==> config.mk <==
export PLATFORM = sky130hd
export DESIGN_NAME = sliding_window_arq_sender
export DESIGN_NICKNAME = d
export VERILOG_FILES = /design/src/rtl/swarq_pkg.sv /design/src/rtl/sliding_window_arq_sender.sv /design/src/rtl/swarq_dp.sv /design/src/rtl/swarq_ctrl.sv
export SDC_FILE = /design/constraint.sdc
export NUM_CORES = 2
export LEC_CHECK = 0
export BUFFER_PORTS_ARGS = -buffer_cell sky130_fd_sc_hd__buf_2
export CAP_MARGIN = 20
export CORE_ASPECT_RATIO = 0.6
export CORE_MARGIN = 2
export CORE_UTILIZATION = 45
export CTS_CLUSTER_SIZE = 40
export DETAILED_ROUTE_END_ITERATION = 6
export PLACE_DENSITY_LB_ADDON = 0.2
export SLEW_MARGIN = 20
export SYNTH_ARGS = -nofsm -noshare
export SYNTH_HDL_FRONTEND = slang
export SYNTH_SLANG_ARGS = --single-unit
==> constraint.sdc <==
create_clock -name clk_i -period 18.75 [get_ports clk_i]
set_input_delay 1.875 -clock clk_i [delete_from_list [all_inputs] [get_ports clk_i]]
set_output_delay 1.875 -clock clk_i [all_outputs]
set_load 0.01 [all_outputs]
==> src/rtl/swarq_pkg.sv <==
// Package for the sliding window ARQ sender: widths, codes, payload and control types.
package swarq_pkg;

  localparam int unsigned SlotsDefault      = 8;
  localparam int unsigned MaxSegmentDefault = 1024;

  localparam int unsigned KindW     = 2;
  localparam int unsigned LenW      = 11;
  localparam int unsigned SeqW      = 32;
  localparam int unsigned WinW      = 16;
  localparam int unsigned AgeW      = 16;
  localparam int unsigned EvW       = 3;
  localparam int unsigned SlotFldW  = 3;
  localparam int unsigned CfgIdxW   = 2;
  localparam int unsigned CfgDataW  = 32;

  localparam logic [SeqW-1:0] StartSeqRst   = 32'd0;
  localparam logic [WinW-1:0] PeerWindowRst = 16'd4096;
  localparam logic [AgeW-1:0] RtoTicksRst   = 16'd100;

  typedef enum logic [KindW-1:0] {
    KIND_SEND = 2'd0,
    KIND_ACK  = 2'd1,
    KIND_TICK = 2'd2
  } kind_e;

  typedef enum logic [EvW-1:0] {
    EV_SENT       = 3'd0,
    EV_SLOTS_FULL = 3'd1,
    EV_FLOW_BLOCK = 3'd2,
    EV_EMPTY      = 3'd3,
    EV_ACK_ADV    = 3'd4,
    EV_ACK_STALE  = 3'd5,
    EV_RETRANSMIT = 3'd6,
    EV_IDLE_TICK  = 3'd7
  } event_e;

  typedef enum logic [CfgIdxW-1:0] {
    CFG_START_SEQ   = 2'd0,
    CFG_PEER_WINDOW = 2'd1,
    CFG_RTO_TICKS   = 2'd2
  } cfg_reg_e;

  typedef enum logic [1:0] {
    ST_IDLE,
    ST_SCAN,
    ST_COMMIT,
    ST_EMIT
  } ctl_state_e;

  typedef struct packed {
    logic [KindW-1:0] kind;
    logic [LenW-1:0]  segment_length;
    logic [SeqW-1:0]  ack_number;
    logic [WinW-1:0]  advertised_window;
  } in_t;

  typedef struct packed {
    logic [EvW-1:0]      event_res;
    logic [SlotFldW-1:0] slot;
    logic [SeqW-1:0]     seq;
    logic [LenW-1:0]     length;
    logic [SeqW-1:0]     window_base;
    logic [SeqW-1:0]     bytes_in_flight;
    logic                all_acked;
    logic                last;
  } out_t;

  // Commands from the controller to the datapath.
  typedef struct packed {
    logic accept;
    logic scan;
    logic commit;
    logic emit;
  } ctl_cmd_t;

  // Status from the datapath to the controller.
  typedef struct packed {
    logic in_valid;
    logic kind_unused;
    logic stall;
    logic at_last;
    logic out_free;
  } dp_status_t;

endpackage

==> src/rtl/sliding_window_arq_sender.sv <==
// Top level of the sliding window ARQ sender: controller and datapath.
//
//  Channel  Direction  Handshake                  Payload
//  in       input      in_valid_i / in_ready_o    swarq_pkg::in_t (kind, length, ACK, window)
//  out      output     out_valid_o / out_ready_i  swarq_pkg::out_t (reports, the final one flagged last)
//  cfg      input      cfg_we_i                   cfg_idx_i, cfg_data_i
//
// Each request visits every slot once, one slot per cycle unless the scan is held, then
// commits and, for a used kind, loads its final report into the output register; only
// then, with the controller back in idle, is the next request taken. A tick that finds
// a timeout while an earlier report still waits in the output register holds the scan
// until it drains, and the final report likewise waits for the output register to free.
// Reset is asynchronous and clears the slot lengths, done bits and ages directly, so
// the block takes requests as soon as reset is released, with no clearing pass.
// The output register lets a new request enter while the last report waits.
module sliding_window_arq_sender #(
  parameter int unsigned SLOTS       = swarq_pkg::SlotsDefault,
  parameter int unsigned MAX_SEGMENT = swarq_pkg::MaxSegmentDefault
) (
  input  logic                           clk_i,
  input  logic                           rst_ni,
  input  logic                           in_valid_i,
  output logic                           in_ready_o,
  input  swarq_pkg::in_t                 in_i,
  output logic                           out_valid_o,
  input  logic                           out_ready_i,
  output swarq_pkg::out_t                out_o,
  input  logic                           cfg_we_i,
  input  logic [swarq_pkg::CfgIdxW-1:0]  cfg_idx_i,
  input  logic [swarq_pkg::CfgDataW-1:0] cfg_data_i
);

  // The controller only sequences; all state of the window lives in the datapath.
  swarq_pkg::ctl_cmd_t   cmd;
  swarq_pkg::dp_status_t status;

  swarq_ctrl u_ctrl (
    .clk_i      (clk_i),
    .rst_ni     (rst_ni),
    .status_i   (status),
    .cmd_o      (cmd),
    .in_ready_o (in_ready_o)
  );

  // The datapath stages each timeout report one step behind, so that the final
  // report of a tick can carry the last flag once the scan has finished.
  swarq_dp #(
    .SLOTS       (SLOTS),
    .MAX_SEGMENT (MAX_SEGMENT)
  ) u_dp (
    .clk_i       (clk_i),
    .rst_ni      (rst_ni),
    .cmd_i       (cmd),
    .status_o    (status),
    .in_valid_i  (in_valid_i),
    .in_i        (in_i),
    .out_valid_o (out_valid_o),
    .out_ready_i (out_ready_i),
    .out_o       (out_o),
    .cfg_we_i    (cfg_we_i),
    .cfg_idx_i   (cfg_idx_i),
    .cfg_data_i  (cfg_data_i)
  );

endmodule

==> src/rtl/swarq_dp.sv <==
// Datapath of the ARQ sender: slot table, window registers, result staging and output register.
module swarq_dp #(
  parameter int unsigned SLOTS       = swarq_pkg::SlotsDefault,
  parameter int unsigned MAX_SEGMENT = swarq_pkg::MaxSegmentDefault
) (
  input  logic                             clk_i,
  input  logic                             rst_ni,
  input  swarq_pkg::ctl_cmd_t              cmd_i,
  output swarq_pkg::dp_status_t            status_o,
  input  logic                             in_valid_i,
  input  swarq_pkg::in_t                   in_i,
  output logic                             out_valid_o,
  input  logic                             out_ready_i,
  output swarq_pkg::out_t                  out_o,
  input  logic                             cfg_we_i,
  input  logic [swarq_pkg::CfgIdxW-1:0]    cfg_idx_i,
  input  logic [swarq_pkg::CfgDataW-1:0]   cfg_data_i
);

  localparam int unsigned IdxW  = (SLOTS > 1) ? $clog2(SLOTS) : 1;
  localparam int unsigned UsedW = $clog2(SLOTS + 1);
  localparam int unsigned SegW  = 16;

  typedef logic [swarq_pkg::SeqW-1:0] seq_t;
  typedef logic [swarq_pkg::LenW-1:0] len_t;
  typedef logic [swarq_pkg::AgeW-1:0] age_t;

  // Configuration registers.
  seq_t                        start_seq_q, start_seq_d;
  logic [swarq_pkg::WinW-1:0]  init_peer_q, init_peer_d;
  age_t                        rto_q, rto_d;

  // Window state.
  seq_t                        base_q, base_d;
  seq_t                        next_q, next_d;
  logic [UsedW-1:0]            used_q, used_d;
  logic [swarq_pkg::WinW-1:0]  peer_q, peer_d;

  // Slot table.
  seq_t                        slot_seq_q  [SLOTS];
  seq_t                        slot_seq_d  [SLOTS];
  len_t                        slot_len_q  [SLOTS];
  len_t                        slot_len_d  [SLOTS];
  logic [SLOTS-1:0]            slot_done_q, slot_done_d;
  age_t                        slot_age_q  [SLOTS];
  age_t                        slot_age_d  [SLOTS];

  // Per-item working registers.
  swarq_pkg::in_t              in_q, in_d;
  logic                        ack_adv_q, ack_adv_d;
  logic [IdxW-1:0]             idx_q, idx_d;
  logic                        free_found_q, free_found_d;
  logic [IdxW-1:0]             free_idx_q, free_idx_d;

  // Staged result, held back one report so that the final one can carry last.
  logic                        pend_valid_q, pend_valid_d;
  swarq_pkg::event_e           pend_ev_q, pend_ev_d;
  logic [IdxW-1:0]             pend_slot_q, pend_slot_d;
  seq_t                        pend_seq_q, pend_seq_d;
  len_t                        pend_len_q, pend_len_d;

  logic                        out_valid_q, out_valid_d;
  swarq_pkg::out_t             out_q, out_d;

  logic                        busy;
  seq_t                        seg_end;
  age_t                        age_inc;
  logic                        hit;
  logic                        out_free;
  logic                        step;
  len_t                        len_clamped;
  seq_t                        in_flight;
  swarq_pkg::out_t             staged;

  always_comb begin
    busy     = (slot_len_q[idx_q] != '0) && !slot_done_q[idx_q];
    seg_end  = slot_seq_q[idx_q] + seq_t'(slot_len_q[idx_q]);
    age_inc  = (slot_age_q[idx_q] == '1) ? slot_age_q[idx_q] : slot_age_q[idx_q] + age_t'(1);
    hit      = busy && (age_inc >= rto_q);
    out_free = !out_valid_q || out_ready_i;
    step     = cmd_i.scan && !status_o.stall;
    in_flight = next_q - base_q;
    if (SegW'(in_q.segment_length) > SegW'(MAX_SEGMENT)) begin
      len_clamped = len_t'(MAX_SEGMENT);
    end else begin
      len_clamped = in_q.segment_length;
    end
  end

  always_comb begin
    status_o.in_valid    = in_valid_i;
    status_o.kind_unused = (in_q.kind != swarq_pkg::KIND_SEND) &&
                           (in_q.kind != swarq_pkg::KIND_ACK) &&
                           (in_q.kind != swarq_pkg::KIND_TICK);
    status_o.stall       = (in_q.kind == swarq_pkg::KIND_TICK) && hit &&
                           pend_valid_q && !out_free;
    status_o.at_last     = (idx_q == IdxW'(SLOTS - 1));
    status_o.out_free    = out_free;
  end

  // Staged result as it would leave, with the window fields taken from the current registers.
  always_comb begin
    staged.event_res       = pend_ev_q;
    staged.slot            = swarq_pkg::SlotFldW'(pend_slot_q);
    staged.seq             = pend_seq_q;
    staged.length          = pend_len_q;
    staged.window_base     = base_q;
    staged.bytes_in_flight = in_flight;
    staged.all_acked       = (base_q == next_q);
    staged.last            = 1'b0;
  end

  always_comb begin
    start_seq_d  = start_seq_q;
    init_peer_d  = init_peer_q;
    rto_d        = rto_q;
    base_d       = base_q;
    next_d       = next_q;
    used_d       = used_q;
    peer_d       = peer_q;
    slot_seq_d   = slot_seq_q;
    slot_len_d   = slot_len_q;
    slot_done_d  = slot_done_q;
    slot_age_d   = slot_age_q;
    in_d         = in_q;
    ack_adv_d    = ack_adv_q;
    idx_d        = idx_q;
    free_found_d = free_found_q;
    free_idx_d   = free_idx_q;
    pend_valid_d = pend_valid_q;
    pend_ev_d    = pend_ev_q;
    pend_slot_d  = pend_slot_q;
    pend_seq_d   = pend_seq_q;
    pend_len_d   = pend_len_q;
    out_valid_d  = out_valid_q && !out_ready_i;
    out_d        = out_q;

    if (cfg_we_i) begin
      unique case (cfg_idx_i)
        swarq_pkg::CFG_START_SEQ: begin
          start_seq_d = cfg_data_i;
          base_d      = cfg_data_i;
          next_d      = cfg_data_i;
          used_d      = '0;
          slot_done_d = '0;
          for (int i = 0; i < SLOTS; i++) begin
            slot_len_d[i] = '0;
            slot_age_d[i] = '0;
          end
        end
        swarq_pkg::CFG_PEER_WINDOW: begin
          init_peer_d = cfg_data_i[swarq_pkg::WinW-1:0];
          peer_d      = cfg_data_i[swarq_pkg::WinW-1:0];
        end
        swarq_pkg::CFG_RTO_TICKS: begin
          rto_d = cfg_data_i[swarq_pkg::AgeW-1:0];
        end
        default: begin
        end
      endcase
    end

    if (cmd_i.accept) begin
      in_d         = in_i;
      ack_adv_d    = in_i.ack_number > base_q;
      idx_d        = '0;
      free_found_d = 1'b0;
      pend_valid_d = 1'b0;
    end

    if (step) begin
      idx_d = idx_q + IdxW'(1);
      unique case (in_q.kind)
        swarq_pkg::KIND_SEND: begin
          if (!busy && !free_found_q) begin
            free_found_d = 1'b1;
            free_idx_d   = idx_q;
          end
        end
        swarq_pkg::KIND_ACK: begin
          if (ack_adv_q && busy && (seg_end <= in_q.ack_number)) begin
            slot_done_d[idx_q] = 1'b1;
            if (used_q != '0) begin
              used_d = used_q - UsedW'(1);
            end
          end
        end
        swarq_pkg::KIND_TICK: begin
          if (busy) begin
            if (hit) begin
              slot_age_d[idx_q] = '0;
              // A new timeout releases the report staged before it.
              if (pend_valid_q) begin
                out_valid_d = 1'b1;
                out_d       = staged;
              end
              pend_valid_d = 1'b1;
              pend_ev_d    = swarq_pkg::EV_RETRANSMIT;
              pend_slot_d  = idx_q;
              pend_seq_d   = slot_seq_q[idx_q];
              pend_len_d   = slot_len_q[idx_q];
            end else begin
              slot_age_d[idx_q] = age_inc;
            end
          end
        end
        default: begin
        end
      endcase
    end

    if (cmd_i.commit) begin
      unique case (in_q.kind)
        swarq_pkg::KIND_SEND: begin
          pend_slot_d = '0;
          pend_seq_d  = '0;
          pend_len_d  = '0;
          if ((used_q >= UsedW'(SLOTS)) || !free_found_q) begin
            pend_ev_d = swarq_pkg::EV_SLOTS_FULL;
          end else if (in_flight >= seq_t'(peer_q)) begin
            pend_ev_d = swarq_pkg::EV_FLOW_BLOCK;
          end else if (len_clamped == '0) begin
            pend_ev_d = swarq_pkg::EV_EMPTY;
          end else begin
            slot_seq_d[free_idx_q]  = next_q;
            slot_len_d[free_idx_q]  = len_clamped;
            slot_done_d[free_idx_q] = 1'b0;
            slot_age_d[free_idx_q]  = '0;
            next_d      = next_q + seq_t'(len_clamped);
            used_d      = used_q + UsedW'(1);
            pend_ev_d   = swarq_pkg::EV_SENT;
            pend_slot_d = free_idx_q;
            pend_seq_d  = next_q;
            pend_len_d  = len_clamped;
          end
        end
        swarq_pkg::KIND_ACK: begin
          peer_d      = in_q.advertised_window;
          pend_slot_d = '0;
          pend_seq_d  = '0;
          pend_len_d  = '0;
          if (ack_adv_q) begin
            base_d    = in_q.ack_number;
            pend_ev_d = swarq_pkg::EV_ACK_ADV;
          end else begin
            pend_ev_d = swarq_pkg::EV_ACK_STALE;
          end
        end
        swarq_pkg::KIND_TICK: begin
          if (!pend_valid_q) begin
            pend_ev_d   = swarq_pkg::EV_IDLE_TICK;
            pend_slot_d = '0;
            pend_seq_d  = '0;
            pend_len_d  = '0;
          end
        end
        default: begin
        end
      endcase
    end

    if (cmd_i.emit) begin
      out_valid_d = 1'b1;
      out_d       = staged;
      out_d.last  = 1'b1;
    end
  end

  always_ff @(posedge clk_i or negedge rst_ni) begin
    if (!rst_ni) begin
      start_seq_q  <= swarq_pkg::StartSeqRst;
      init_peer_q  <= swarq_pkg::PeerWindowRst;
      rto_q        <= swarq_pkg::RtoTicksRst;
      base_q       <= swarq_pkg::StartSeqRst;
      next_q       <= swarq_pkg::StartSeqRst;
      used_q       <= '0;
      peer_q       <= swarq_pkg::PeerWindowRst;
      slot_done_q  <= '0;
      for (int i = 0; i < SLOTS; i++) begin
        slot_len_q[i] <= '0;
        slot_age_q[i] <= '0;
      end
      idx_q        <= '0;
      free_found_q <= 1'b0;
      pend_valid_q <= 1'b0;
      out_valid_q  <= 1'b0;
    end else begin
      start_seq_q  <= start_seq_d;
      init_peer_q  <= init_peer_d;
      rto_q        <= rto_d;
      base_q       <= base_d;
      next_q       <= next_d;
      used_q       <= used_d;
      peer_q       <= peer_d;
      slot_done_q  <= slot_done_d;
      slot_len_q   <= slot_len_d;
      slot_age_q   <= slot_age_d;
      idx_q        <= idx_d;
      free_found_q <= free_found_d;
      pend_valid_q <= pend_valid_d;
      out_valid_q  <= out_valid_d;
    end
  end

  always_ff @(posedge clk_i) begin
    slot_seq_q  <= slot_seq_d;
    in_q        <= in_d;
    ack_adv_q   <= ack_adv_d;
    free_idx_q  <= free_idx_d;
    pend_ev_q   <= pend_ev_d;
    pend_slot_q <= pend_slot_d;
    pend_seq_q  <= pend_seq_d;
    pend_len_q  <= pend_len_d;
    out_q       <= out_d;
  end

  assign out_valid_o = out_valid_q;
  assign out_o       = out_q;

endmodule

==> src/rtl/swarq_ctrl.sv <==
// Controller of the ARQ sender: sequences accept, slot scan, commit and final report.
module swarq_ctrl (
  input  logic                  clk_i,
  input  logic                  rst_ni,
  input  swarq_pkg::dp_status_t status_i,
  output swarq_pkg::ctl_cmd_t   cmd_o,
  output logic                  in_ready_o
);

  swarq_pkg::ctl_state_e state_q, state_d;

  always_comb begin
    state_d = state_q;
    unique case (state_q)
      swarq_pkg::ST_IDLE: begin
        if (status_i.in_valid) begin
          state_d = swarq_pkg::ST_SCAN;
        end
      end
      swarq_pkg::ST_SCAN: begin
        if (!status_i.stall && status_i.at_last) begin
          state_d = swarq_pkg::ST_COMMIT;
        end
      end
      swarq_pkg::ST_COMMIT: begin
        // An unused kind gives no result.
        if (status_i.kind_unused) begin
          state_d = swarq_pkg::ST_IDLE;
        end else begin
          state_d = swarq_pkg::ST_EMIT;
        end
      end
      swarq_pkg::ST_EMIT: begin
        if (status_i.out_free) begin
          state_d = swarq_pkg::ST_IDLE;
        end
      end
      default: state_d = swarq_pkg::ST_IDLE;
    endcase
  end

  always_comb begin
    in_ready_o   = (state_q == swarq_pkg::ST_IDLE);
    cmd_o.accept = (state_q == swarq_pkg::ST_IDLE) && status_i.in_valid;
    cmd_o.scan   = (state_q == swarq_pkg::ST_SCAN);
    cmd_o.commit = (state_q == swarq_pkg::ST_COMMIT);
    cmd_o.emit   = (state_q == swarq_pkg::ST_EMIT) && status_i.out_free;
  end

  always_ff @(posedge clk_i or negedge rst_ni) begin
    if (!rst_ni) begin
      state_q <= swarq_pkg::ST_IDLE;
    end else begin
      state_q <= state_d;
    end
  end

endmodule
==> results_dict.tcl <==
set metrics [dict create \
    fmax_mhz 107 \
    worstMarginPinSlew_ps 1250 \
    synth_ff_type "sky130_fd_sc_hd__edfxtp_1" \
    placement.io_buffers 216 \
    vias_per_cell 6.11 \
    run_status "finished, final reports clean" \
    vias 30000 \
    grt-ovfl-total 0 \
    initial_core_util_pct 45.7 \
    tritoncts.num_buffers 79 \
    async_flop_share_pct 40.6 \
    cellPowerDensity_nw_per_um2 139 \
    worstSetupStartpointType "register" \
    synthTopCellsByArea "sky130_fd_sc_hd__edfxtp_1, sky130_fd_sc_hd__dfrtp_1, sky130_fd_sc_hd__ha_1, sky130_fd_sc_hd__mux2i_1, sky130_fd_sc_hd__a22oi_1" \
    source_to_sink_clock_delay_at_the_later_pin_of_the_worst_skew_pair_ps 690 \
    clock-root-buffer "sky130_fd_sc_hd__clkbuf_16" \
    place_congestion 0.910 \
    postSynthAreaPerCell_um2 11.4 \
    post_route_cells_drive_above_1_share_pct 15.7 \
    synth.cell_area_um2 40300 \
    drtPass1Iterations 6 \
    worstPathCellList "buf_4, and2_0, a221oi_1, o22ai_1, ha_1, a21bo_2, nor4b_4, and2b_1, nor3_1, xnor2_2, ha_1, a21oi_1, o21ai_0, a2111oi_0, o21ai_0, a221o_1, and3_1, o21ai_4, buf_4, inv_6, buf_4, and2_1" \
    synth_nets 3781 \
    slew_violations 0 \
    rows 84 \
    finalClockSkew_ps 35.2 \
    synth_edf_count 435 \
    endpoint_kind "register" \
    maximum_number_of_pins_on_one_net_before_global_route_repair 95 \
    cts-root-to-sink-buffers 3 \
    syn_inst 3524 \
    synth_seq_cells 817 \
    postCtsSetupBuffers 0 \
    cts_tree "done" \
    die_h_um 236 \
    dieWidth_um 390 \
    max_slew_headroom_at_the_worst_pin_pct 16.8 \
    drt_iter0_markers 3690 \
    seq_area_um2 22400 \
    critical_path.max_fanout 94 \
    period_minus_slack_ps 9310 \
    n_fill_cell 7781 \
    period_share_pct 49.7 \
    synth_warnings 0 \
    drt-wirelength-per-cell_um 26.6 \
    crit_top_cell "sky130_fd_sc_hd__buf_4" \
    cts.htree.levels 3 \
    max-vdd-ir-drop_v 0.0000839 \
    synth_top_area_share_pct 32.4 \
    core_area_um2 88100 \
    criticalPathCategory "register to register" \
    area_growth_pct 12.1 \
    grt_first_pass_wirelength_um 192000 \
    cpMaxStageDelayCell "sky130_fd_sc_hd__dfrtp_4" \
    grt_pass1_vias 28200 \
    cp_slowest_stage_delay_ps 990 \
    top_level_ports 217 \
    fin_worst_hold_slack_ps 456 \
    count_of_buffer_and_inverter_cells_on_the_critical_path 4 \
    detailed_placement_hpwl_um 88400 \
    leakagePower_nw 18.3 \
    timing.critical_path.max_delay_family "compound AO/OA/AOI/OAI gates" \
    max-cap-violations 0 \
    cts_repair_resize_count 0 \
    synth_top_cell_by_area "sky130_fd_sc_hd__edfxtp_1" \
    design.final.nets 3939 \
    globalRouteTotalUtil_pct 28.1 \
    floorplan.die_area_um2 91900 \
    routed_wl_um 131000 \
    timing.hold.worst.class "register to register" \
    cts.sink_count 817 \
    dpl_worst_slack_ps 9750 \
    required_ps 19170 \
    ys_types 99 \
    setup_tns_ps 0 \
    post_synth_most_frequent_cells "sky130_fd_sc_hd__edfxtp_1, sky130_fd_sc_hd__nand2_1, sky130_fd_sc_hd__dfrtp_1" \
    clk_pin_slew_ps 70 \
    post-synth-top-count-cell "sky130_fd_sc_hd__edfxtp_1" \
    report.final.hold_viol_count 0 \
    multi_input_area_um2 16500 \
    rsz0062_at_grt "false" \
    final.setup.worst_slack_ps 9440 \
    synth_sequential_area_ratio_pct 55.6 \
    cts_hold_buf 0 \
    final_antenna_net_count 0 \
    setup_violations 0 \
    crit_arrival_ps 9740 \
    grt_antenna_before_repair 4 \
    detail_route.drc_violations 0 \
]
[through the flow]
stage / cell area (µm²) / util, % / power, mW / std cells
after floorplan: 40300 / - / 3.74 / 3524
after detailed placement: 42400 / 48.2 / 4.56 / 4761
after CTS: 45100 / 51.2 / 6.22 / 4909
after global placement: 42400 / 48.2 / 4.54 / 4761
final: 45100 / 51.2 / 6.27 / 4912
after global routing: 45100 / 51.2 / 6.57 / 4910
[area by class of cell]
class	count	area share, %
antenna	2	0.0111
clock buffer	105	4.83
clock inverter	43	1.02
inverter	149	1.25
multi-input combinational	2354	36.5
sequential	817	49.6
tap	1161	3.22
timing repair buffer	281	3.52
[flip-flops by register name, indices dropped and copies added, names as in the netlist, 3 cells and up]
register,count
u_dp.out_o,115
u_dp.rto_q,16
u_dp.pend_ev_q,3
u_dp.idx_q,3
u_dp.slot_seq_q,256
u_dp.next_q,32
u_dp.slot_age_q,128
u_dp.slot_len_q,88
u_dp.peer_q,16
u_dp.slot_done_q,8
u_dp.in_q,61
u_dp.used_q,4
u_dp.pend_slot_q,3
u_dp.base_q,32
u_dp.pend_seq_q,32
u_dp.free_idx_q,3
u_dp.pend_len_q,11
[cells by family (layout without fill, tap and decap cells)]
kind of cell,count (synthesis),count (layout),share of synthesized area [%]
multiplexers,264,264,7.77
buffers and inverters,353,578,3.97
XOR/XNOR,67,67,1.63
AND/OR/NAND/NOR,1096,1096,13.0
flip-flops,817,817,55.6
adder cells (fa/ha/maj),157,157,4.94
AO/OA/AOI/OAI,770,770,13.1
other,0,2,0
[final timing paths]
path | from | to | slack [ps] | cells after the start
worst max-delay path | u_dp.idx_q[2] | u_dp.out_o[75] | 9440 | 22
worst min-delay path | u_dp.in_q[14] | u_dp.peer_q[14] | 460 | 2
worst max register to register | u_dp.idx_q[2] | u_dp.out_o[75] | 9440 | 22
worst min register to register | u_dp.in_q[14] | u_dp.peer_q[14] | 460 | 2
max in group asynchronous | rst_ni | u_dp.slot_len_q[3] | 15270 | 3
min in group asynchronous | rst_ni | u_dp.rto_q[4] | 1220 | 1
[metal layers]
metal / vias to the layer above / GRT usage (%) / share of wire [%]
met3: 177 / 8.58 / 12
li1: 13300 / - / -
met4: 6 / 6.04 / 2.0
met5: - / 0.519 / 0.071
met1: 15000 / 45.0 / 47
met2: 1534 / 36.5 / 39
[cells in the final DEF, fill, tap and decap left out, types with 50 or more instances in the layout]
cell                          n
sky130_fd_sc_hd__nand2_1    375
sky130_fd_sc_hd__and2_1      85
sky130_fd_sc_hd__inv_1      145
sky130_fd_sc_hd__dfxtp_1     50
sky130_fd_sc_hd__a221oi_1    51
sky130_fd_sc_hd__mux2_2      59
sky130_fd_sc_hd__buf_2      215
sky130_fd_sc_hd__a22oi_1    188
sky130_fd_sc_hd__mux2i_1    173
sky130_fd_sc_hd__a21oi_1    105
sky130_fd_sc_hd__dfrtp_1    325
sky130_fd_sc_hd__clkbuf_16   81
sky130_fd_sc_hd__o21ai_0    145
sky130_fd_sc_hd__nor2_1     296
sky130_fd_sc_hd__ha_1       154
sky130_fd_sc_hd__edfxtp_1   435
sky130_fd_sc_hd__buf_4       64
[power by group]
group          switching, mW  leakage [nW]  internal (mW)
clock                  0.743          1.30          0.924
combinational           1.46          8.12          0.762
sequential             0.238          8.84           2.14
[worst register-to-register path, delay by kind of cell (launching register included)]
family          cells  cell delay [ps]
buf+inv             4             2200
fa+ha+maj           2              640
simple gates        6             2270
compound gates      9             2480
xor+xnor            1              470
flops               1              990
(Power assumes the default switching activity.)
